### src/sv/bsmic_pkg.sv
`timescale 1ns / 1ps
// ----------------------------------------------------------------------------
// Bank switch mapper core: package
// Payload types, register decode codes and IRQ unit command structure.
// ----------------------------------------------------------------------------
package bsmic_pkg;

   // Widths of the select-bit registers and of the configuration index.
   localparam int SelW    = 4;
   localparam int CsrIdxW = 1;
   localparam logic [CsrIdxW-1:0] CSR_LOW_SEL  = 1'b0;
   localparam logic [CsrIdxW-1:0] CSR_HIGH_SEL = 1'b1;

   localparam int ChrRegs = 8;
   localparam int ChrIdxW = $clog2(ChrRegs);

   // Operations carried by an input item.
   localparam logic [2:0] OP_WRITE = 3'd0;
   localparam logic [2:0] OP_TICK  = 3'd1;
   localparam logic [2:0] OP_PRG   = 3'd2;
   localparam logic [2:0] OP_CHR   = 3'd3;
   localparam logic [2:0] OP_WRAM  = 3'd4;

   // Register groups selected by address bits 14:12.
   localparam logic [2:0] GRP_PRG0 = 3'd0;
   localparam logic [2:0] GRP_SND0 = 3'd1;
   localparam logic [2:0] GRP_SND1 = 3'd2;
   localparam logic [2:0] GRP_CTRL = 3'd3;
   localparam logic [2:0] GRP_PRG1 = 3'd4;
   localparam logic [2:0] GRP_CHR0 = 3'd5;
   localparam logic [2:0] GRP_CHR1 = 3'd6;
   localparam logic [2:0] GRP_IRQ  = 3'd7;

   // Register indexes within a group.
   localparam logic [1:0] IDX_RELOAD = 2'd0;
   localparam logic [1:0] IDX_MODE   = 2'd1;
   localparam logic [1:0] IDX_ACK    = 2'd2;
   localparam logic [1:0] IDX_CTRL   = 2'd3;

   // IRQ mode bits.
   localparam int MODE_REPEAT = 0;
   localparam int MODE_ENABLE = 1;
   localparam int MODE_CYCLE  = 2;

   localparam logic [7:0]        PRG1_RESET   = 8'hFE;
   localparam logic [8:0]        PRG_TOP_BANK = 9'h0FF;
   localparam logic signed [9:0] PRESC_RELOAD = 10'sd341;
   localparam logic signed [9:0] PRESC_STEP   = 10'sd3;

   typedef struct packed {
      logic [2:0]  op;
      logic [15:0] addr;
      logic [7:0]  wdata;
   } req_type;

   typedef struct packed {
      logic [8:0] bank;
      logic       wram_enabled;
      logic [7:0] open_bus;
      logic [1:0] mirroring;
      logic       irq;
   } rsp_type;

   typedef struct packed {
      logic       tick;
      logic       wr_reload;
      logic       wr_mode;
      logic       ack;
      logic [7:0] data;
   } irq_cmd_type;

endpackage

### src/sv/bsmic_irq.sv
`timescale 1ns / 1ps
// ----------------------------------------------------------------------------
// Bank switch mapper core: IRQ counter
// Latch, mode, 8-bit counter, scanline prescaler and pending flag.
// ----------------------------------------------------------------------------
module bsmic_irq import bsmic_pkg::*; (
   input  logic        clock,
   input  logic        reset,
   input  irq_cmd_type cmd,
   output logic        irq_next
);

   logic [7:0]        reload_ff, reload_in;
   logic [2:0]        mode_ff, mode_in;
   logic [7:0]        count_ff, count_in;
   logic signed [9:0] presc_ff, presc_in;
   logic              pending_ff, pending_in;
   logic signed [9:0] presc_dec;
   logic [7:0]        count_inc;
   logic              fire;

   always_comb begin
      reload_in  = reload_ff;
      mode_in    = mode_ff;
      count_in   = count_ff;
      presc_in   = presc_ff;
      pending_in = pending_ff;
      presc_dec  = presc_ff - PRESC_STEP;
      count_inc  = count_ff + 8'd1;
      fire       = 1'b0;

      if (cmd.wr_reload) begin
         reload_in = cmd.data;
      end
      if (cmd.wr_mode) begin
         mode_in    = cmd.data[2:0];
         pending_in = 1'b0;
         if (cmd.data[MODE_ENABLE]) begin
            count_in = reload_ff;
            presc_in = PRESC_RELOAD;
         end
      end
      if (cmd.ack) begin
         mode_in    = {mode_ff[MODE_CYCLE], mode_ff[MODE_REPEAT], mode_ff[MODE_REPEAT]};
         pending_in = 1'b0;
      end
      if (cmd.tick && mode_ff[MODE_ENABLE]) begin
         if (mode_ff[MODE_CYCLE]) begin
            fire = 1'b1;
         end else begin
            fire     = (presc_dec <= 10'sd0);
            presc_in = fire ? presc_dec + PRESC_RELOAD : presc_dec;
         end
         if (fire) begin
            if (count_inc == 8'd0) begin
               count_in   = reload_ff;
               pending_in = 1'b1;
            end else begin
               count_in = count_inc;
            end
         end
      end
   end

   always_ff @(posedge clock) begin
      if (reset) begin
         reload_ff  <= '0;
         mode_ff    <= '0;
         count_ff   <= '0;
         presc_ff   <= '0;
         pending_ff <= 1'b0;
      end else begin
         reload_ff  <= reload_in;
         mode_ff    <= mode_in;
         count_ff   <= count_in;
         presc_ff   <= presc_in;
         pending_ff <= pending_in;
      end
   end

   assign irq_next = pending_in;

endmodule

### src/sv/bank_switch_mapper_with_irq_counter_core.sv
`timescale 1ns / 1ps
// ----------------------------------------------------------------------------
// Bank switch mapper core with IRQ counter
// Cartridge mapper: register writes, CPU ticks, PRG/CHR lookups, work-RAM checks.
// ----------------------------------------------------------------------------
// The core takes one item per clock while the result side is not stalled and
// returns exactly one result item for each. An item is first captured in an
// input register; once the result register can take it, a single pass of logic
// decodes it, updates the bank, control and IRQ registers and writes the result
// register. Because all mapper state changes in that one pass, the following
// item already sees the updated state, so consecutive items never wait on each
// other. The result register frees the input side: a new item is taken into an
// empty input register while a finished result still waits to be collected.
// The two select-bit registers are written through the csr port, which is
// always ready; they should only be changed while no item is in flight.
// ----------------------------------------------------------------------------
module bank_switch_mapper_with_irq_counter_core import bsmic_pkg::*; (
   input  logic               clock,
   input  logic               reset,
   input  logic               req_valid,
   output logic               req_ready,
   input  req_type            req_data,
   output logic               rsp_valid,
   input  logic               rsp_ready,
   output rsp_type            rsp_data,
   input  logic               csr_valid,
   output logic               csr_ready,
   input  logic [CsrIdxW-1:0] csr_index,
   input  logic [SelW-1:0]    csr_wdata
);

   // Pipeline registers.
   logic    in_valid_ff;
   req_type in_data_ff;
   logic    out_valid_ff;
   rsp_type out_data_ff, out_data_in;
   logic    advance;
   logic    in_go;

   // Mapper state.
   logic [SelW-1:0] low_sel_ff;
   logic [SelW-1:0] high_sel_ff;
   logic [7:0]      prg_banks_ff [2];
   logic [7:0]      chr_banks_ff [ChrRegs];
   logic [7:0]      control_ff, control_in;

   // Decode of the item held in the input register.
   logic [1:0]         sel_idx;
   logic [2:0]         group;
   logic               is_write;
   logic               prg_wr;
   logic               chr_wr;
   logic [ChrIdxW-1:0] chr_wr_idx;
   irq_cmd_type        irq_cmd;
   logic               irq_next;

   // The result register accepts a new item when empty or being emptied; the
   // input register moves on under the same condition.
   assign advance   = !out_valid_ff || rsp_ready;
   assign in_go     = in_valid_ff && advance;
   assign req_ready = !in_valid_ff || advance;
   assign csr_ready = 1'b1;

   always_ff @(posedge clock) begin
      if (reset) begin
         in_valid_ff <= 1'b0;
      end else if (req_ready) begin
         in_valid_ff <= req_valid;
      end
   end

   always_ff @(posedge clock) begin
      if (req_valid && req_ready) begin
         in_data_ff <= req_data;
      end
   end

   // Register index bits come from two configurable address positions; when
   // both point at the same bit, both index bits copy it.
   assign sel_idx    = {in_data_ff.addr[high_sel_ff], in_data_ff.addr[low_sel_ff]};
   assign group      = in_data_ff.addr[14:12];
   assign is_write   = in_go && (in_data_ff.op == OP_WRITE);
   assign chr_wr_idx = {in_data_ff.addr[13], sel_idx};

   always_comb begin
      prg_wr            = 1'b0;
      chr_wr            = 1'b0;
      control_in        = control_ff;
      irq_cmd.tick      = in_go && (in_data_ff.op == OP_TICK);
      irq_cmd.wr_reload = 1'b0;
      irq_cmd.wr_mode   = 1'b0;
      irq_cmd.ack       = 1'b0;
      irq_cmd.data      = in_data_ff.wdata;
      if (is_write) begin
         unique case (group) inside
            GRP_PRG0, GRP_PRG1: begin
               prg_wr = 1'b1;
            end
            GRP_CTRL: begin
               if (sel_idx == IDX_CTRL) begin
                  control_in = in_data_ff.wdata;
               end
            end
            GRP_CHR0, GRP_CHR1: begin
               chr_wr = 1'b1;
            end
            GRP_IRQ: begin
               irq_cmd.wr_reload = (sel_idx == IDX_RELOAD);
               irq_cmd.wr_mode   = (sel_idx == IDX_MODE);
               irq_cmd.ack       = (sel_idx == IDX_ACK);
            end
            // Sound registers have no effect on the mapper.
            GRP_SND0, GRP_SND1: begin
            end
         endcase
      end
   end

   bsmic_irq u_irq (
      .clock    (clock),
      .reset    (reset),
      .cmd      (irq_cmd),
      .irq_next (irq_next)
   );

   always_ff @(posedge clock) begin
      if (reset) begin
         prg_banks_ff[0] <= '0;
         prg_banks_ff[1] <= PRG1_RESET;
         for (int i = 0; i < ChrRegs; i++) begin
            chr_banks_ff[i] <= 8'(i);
         end
         control_ff  <= '0;
         low_sel_ff  <= SelW'(0);
         high_sel_ff <= SelW'(1);
      end else begin
         if (prg_wr) begin
            prg_banks_ff[in_data_ff.addr[14]] <= in_data_ff.wdata;
         end
         if (chr_wr) begin
            chr_banks_ff[chr_wr_idx] <= in_data_ff.wdata;
         end
         control_ff <= control_in;
         if (csr_valid && csr_ready) begin
            case (csr_index)
               CSR_LOW_SEL:  low_sel_ff  <= csr_wdata;
               CSR_HIGH_SEL: high_sel_ff <= csr_wdata;
               default: begin
               end
            endcase
         end
      end
   end

   // Result of the item, formed against the state as it stands after the item.
   always_comb begin
      out_data_in.bank         = '0;
      out_data_in.open_bus     = '0;
      out_data_in.wram_enabled = control_in[7];
      out_data_in.mirroring    = control_in[3:2];
      out_data_in.irq          = irq_next;
      case (in_data_ff.op)
         OP_PRG: begin
            // Address bit 15 is ignored, so the slot is bits 14:13.
            case (in_data_ff.addr[14:13])
               2'd0:    out_data_in.bank = {prg_banks_ff[0], 1'b0};
               2'd1:    out_data_in.bank = {prg_banks_ff[0], 1'b1};
               2'd2:    out_data_in.bank = {1'b0, prg_banks_ff[1]};
               default: out_data_in.bank = PRG_TOP_BANK;
            endcase
         end
         OP_CHR: begin
            out_data_in.bank = {1'b0, chr_banks_ff[in_data_ff.addr[12:10]]};
         end
         OP_WRAM: begin
            out_data_in.open_bus = in_data_ff.addr[15:8];
         end
         default: begin
         end
      endcase
   end

   always_ff @(posedge clock) begin
      if (reset) begin
         out_valid_ff <= 1'b0;
      end else if (advance) begin
         out_valid_ff <= in_valid_ff;
      end
   end

   always_ff @(posedge clock) begin
      if (in_go) begin
         out_data_ff <= out_data_in;
      end
   end

   assign rsp_valid = out_valid_ff;
   assign rsp_data  = out_data_ff;

endmodule

### config.mk
export PLATFORM = sky130hd
export DESIGN_NAME = bank_switch_mapper_with_irq_counter_core
export DESIGN_NICKNAME = d
export VERILOG_FILES = /design/src/sv/bsmic_pkg.sv /design/src/sv/bsmic_irq.sv /design/src/sv/bank_switch_mapper_with_irq_counter_core.sv
export SDC_FILE = /design/constraint.sdc
export NUM_CORES = 1
export LEC_CHECK = 0
export BUFFER_PORTS_ARGS = -buffer_cell sky130_fd_sc_hd__buf_4
export CAP_MARGIN = 20
export CORE_ASPECT_RATIO = 0.8
export CORE_MARGIN = 2
export CORE_UTILIZATION = 45
export DETAILED_ROUTE_END_ITERATION = 8
export PLACE_DENSITY = 0.61
export SLEW_MARGIN = 20
export SYNTH_ARGS = -nofsm -noshare
export SYNTH_HDL_FRONTEND = slang
export SYNTH_HIERARCHICAL = 1
export SYNTH_SLANG_ARGS = --single-unit
### constraint.sdc
create_clock -name clock -period 3.4 [get_ports clock]
set_input_delay 0.68 -clock clock [delete_from_list [all_inputs] [get_ports clock]]
set_output_delay 0.68 -clock clock [all_outputs]
set_load 0.05 [all_outputs]
==> results.cfg <==
[die]
core_area_um2 = 18100
initial_utilization = 0.460
dieWidth_um = 156
top_level_ports = 61
fp.dieArea_um2 = 19600
rows = 44
die-height_um = 126

[setup_path]
timing.critical_path.to_type = flip-flop
critPathLaunchType = flip-flop
worst-path-max-fanout = 18
cpMaxStageDelayCell = sky130_fd_sc_hd__dfxtp_2
cpPeakStageDelay_ps = 470
timing.reg2reg.setup_slack_ps = 360
worstSetupPathType = flip-flop to flip-flop
cp.required_ps = 3680
path_cells = clkinv_1 > ha_1 > a211oi_1 > buf_4 > a21o_1 > o211ai_2 > a21o_1 > nor4_1 > a311oi_1
cpMostUsedCell = sky130_fd_sc_hd__a21o_1
timing.critical_path.arrival_ps = 3320

[synthesis]
synth-seq-cells = 174
synth_edf_count = 128
syn_nets = 714
yosysTopAreaCellShare = 0.462
cells_taking_the_most_area_after_synthesis = sky130_fd_sc_hd__edfxtp_1 46%, sky130_fd_sc_hd__dfxtp_1 11%, sky130_fd_sc_hd__mux4_2 6.5%, sky130_fd_sc_hd__and2_1 4.6%, sky130_fd_sc_hd__mux2i_1 3.2%
synth.avg_cell_area_um2 = 12.4
synth.yosys.seq_area_share = 0.572
synthDistinctLibCells = 70
synth-main-ff-cell = sky130_fd_sc_hd__edfxtp_1
post_synthesis_instance_area_um2 = 8330
syn-instance-count = 673
yosys_warnings = 6
largest_area_contributor_in_the_netlist = sky130_fd_sc_hd__edfxtp_1
ys_async_sr_fraction = 0
synth_top_cells_by_count = 128 x sky130_fd_sc_hd__edfxtp_1, 61 x sky130_fd_sc_hd__and2_1, 46 x sky130_fd_sc_hd__dfxtp_1
yosys.cell_count.top_type = sky130_fd_sc_hd__edfxtp_1

[power_and_ir_drop]
power.sequential.fraction = 0.500
power_switching_share = 0.239
vdd_drop_max_mv = 0.279
power.density_nw_per_um2 = 501
p_leak_nw = 3.48
power_frac_comb = 0.072
power_switching_mw = 1.15
p_int_mw = 3.67
p_clk_frac = 0.428

[placed_design]
detail_placement_hpwl_um = 13400
port_buffers = 59
dp_worst_setup_slack_ps = 278
routabilityCongestion = 0.910

[cts]
clk_root_buffer_cell = sky130_fd_sc_hd__clkbuf_16
htreeDepth = 4
path_clk_slew_ps = 70
clock_tree_from_tritoncts = done
cts_post_setup_buffers_inserted = 0
clk-insertion-delay-late_ps = 440
cts_buffers = 17
clock_tree.buffer_depth = 2
number_of_sinks_driven_by_the_clock_tree = 174

[sta]
tightestPinTransition_ps = 843
setup-tns-final_ps = 0
grt_setup_unrepaired = no
final-hold-violation-count = 0
worst_slew_margin_rel = 0.437
final_setup_violation_count = 0
timing.fmax_ghz = 0.329
final_slew_viol_count = 0
final_period_minus_worst_setup_slack_ps = 3040
setup_slack_ps = 359
layout_worst_path_cycle_share = 0.894
fin_skew_ps = 10.6

[finish]
register_area_um2 = 4770
drive_above_1_share = 0.233
fin_nets = 766
antenna_cells_inserted = 0
multiInputGateArea_um2 = 3330
area.growth.synth_to_final_pct = 15.6
final.fill_count = 1493

[route]
dr_total_vias = 5603
vias_per_cell = 5.79
route.antenna.remaining_nets = 0
drc = 0
final_wirelength_um = 19400
initialDrtViolationCount = 479
routedWlPerCell_um = 20.0
drt_pre_antenna_iters = 5

[grt]
grt_max_degree = 51
grt_first_pass_wirelength_um = 30200
grt_antenna_before_repair = 0
grtUsageTotal = 0.204
grt_overflow = 0
number_of_global_route_vias_before_repair = 5388

[job]
maxCapViolCount = 0

[hold_path]
min-delay-path-class = input pin to flip-flop

[status]
status = finished clean
==> final timing paths <==
path	startpoint	cells after the start	to
worst min register to register	u_irq/mode_ff[0]	2	u_irq/mode_ff[0]
worst max register to register	u_irq/presc_ff[2]	9	u_irq/count_ff[6]
worst min-delay path	req_data[8]	1	in_data_ff[8]
worst max-delay path	u_irq/presc_ff[2]	9	u_irq/count_ff[6]
==> power by group through the flow <==
| stage | clock network (mW) | logic, mW | registers [mW] |
|---|---|---|---|
| global placement | 0 | 0.343 | 2.46 |
| finish | 2.06 | 0.347 | 2.41 |
| detailed placement | 0 | 0.348 | 2.46 |
| floorplan | 0 | 0.204 | 2.46 |
| CTS | 2.08 | 0.349 | 2.41 |
| global route | 2.16 | 0.369 | 2.42 |
==> cell usage in the layout (no fill, tap or decap), types with 3 or more instances in the layout <==
cell type / count
sky130_fd_sc_hd__mux4_2: 24
sky130_fd_sc_hd__a221oi_1: 5
sky130_fd_sc_hd__nand2_1: 41
sky130_fd_sc_hd__nand3_1: 19
sky130_fd_sc_hd__nand4_1: 6
sky130_fd_sc_hd__nand2b_1: 25
sky130_fd_sc_hd__or2_2: 12
sky130_fd_sc_hd__nor3_1: 12
sky130_fd_sc_hd__or3_1: 5
sky130_fd_sc_hd__o21bai_1: 3
sky130_fd_sc_hd__o22ai_1: 16
sky130_fd_sc_hd__and3_1: 11
sky130_fd_sc_hd__inv_1: 7
sky130_fd_sc_hd__a311oi_1: 10
sky130_fd_sc_hd__a211oi_1: 7
sky130_fd_sc_hd__ha_1: 4
sky130_fd_sc_hd__and2_1: 61
sky130_fd_sc_hd__buf_4: 77
sky130_fd_sc_hd__xnor2_1: 8
sky130_fd_sc_hd__nand3b_1: 8
sky130_fd_sc_hd__a22oi_1: 4
sky130_fd_sc_hd__nor3_2: 7
sky130_fd_sc_hd__or4_1: 3
sky130_fd_sc_hd__a21oi_1: 17
sky130_fd_sc_hd__and4_1: 3
sky130_fd_sc_hd__clkbuf_16: 20
sky130_fd_sc_hd__mux2i_1: 27
sky130_fd_sc_hd__o21ai_0: 11
sky130_fd_sc_hd__mux2_2: 6
sky130_fd_sc_hd__nor2_1: 41
sky130_fd_sc_hd__nor2b_1: 5
sky130_fd_sc_hd__dfxtp_1: 45
sky130_fd_sc_hd__inv_6: 5
sky130_fd_sc_hd__a21o_1: 3
sky130_fd_sc_hd__edfxtp_1: 128
sky130_fd_sc_hd__a211o_1: 3
==> area by class of cell <==
class,instances,area share
timing repair buffer,77,0.0601
tap,230,0.0299
multi-input combinational,447,0.346
clock inverter,10,0.0114
inverter,8,0.00312
sequential,174,0.495
clock buffer,22,0.0538
==> kinds of logic after synthesis <==
kind of cell,Yosys count,share of synthesized area
AO/OA/AOI/OAI,100,0.0869
XOR/XNOR,10,0.0105
adder cells (fa/ha/maj),4,0.00601
buffers and inverters,52,0.0287
flip-flops,174,0.572
multiplexers,57,0.105
other,1,0.000450
AND/OR/NAND/NOR,275,0.190
==> stage by stage <==
stage	power (mW)	util	cells	hold slack [ps]	area [µm²]
5_1_grt	4.95	0.531	968	391	9620
2_1_floorplan	2.66	-	673	437	8330
4_1_cts	4.84	0.531	968	395	9610
3_3_place_gp	2.80	0.496	936	454	8990
3_5_place_dp	2.81	0.496	936	464	8990
6_report	4.82	0.531	968	411	9620
==> timing repair <==
action                     in CTS  in global routing
hold buffers                    0                  0
gates resized for setup         0                  1
setup endpoints to repair       0                  1
==> critical path: cells and delay by family (launching register included) <==
kind            cells  cell delay, ps
compound gates      5            1100
fa+ha+maj           1             400
buf+inv             2             480
flops               1             470
simple gates        1             420
==> sequential cells by signal, summed over array words and instances, names as in the netlist, named ones only <==
signal            cells
chr_banks_ff         64
in_data_ff           24
rsp_data             21
prg_banks_ff         16
u_irq/presc_ff       10
u_irq/count_ff        8
u_irq/reload_ff       8
high_sel_ff           4
low_sel_ff            4
control_ff            3
u_irq/mode_ff         3
group                 2
chr_wr_idx            1
in_valid_ff           1
rsp_valid             1
u_irq/pending_ff      1
==> layer usage <==
metal / track usage / routed length, µm / up-vias
met4: 0.0529 / 150 / 0
li1: - / - / 2634
met5: 0 / 0 / -
met3: 0.0513 / 1190 / 12
met1: 0.296 / 9280 / 2780
met2: 0.309 / 8730 / 177
(Power assumes the default switching activity.)
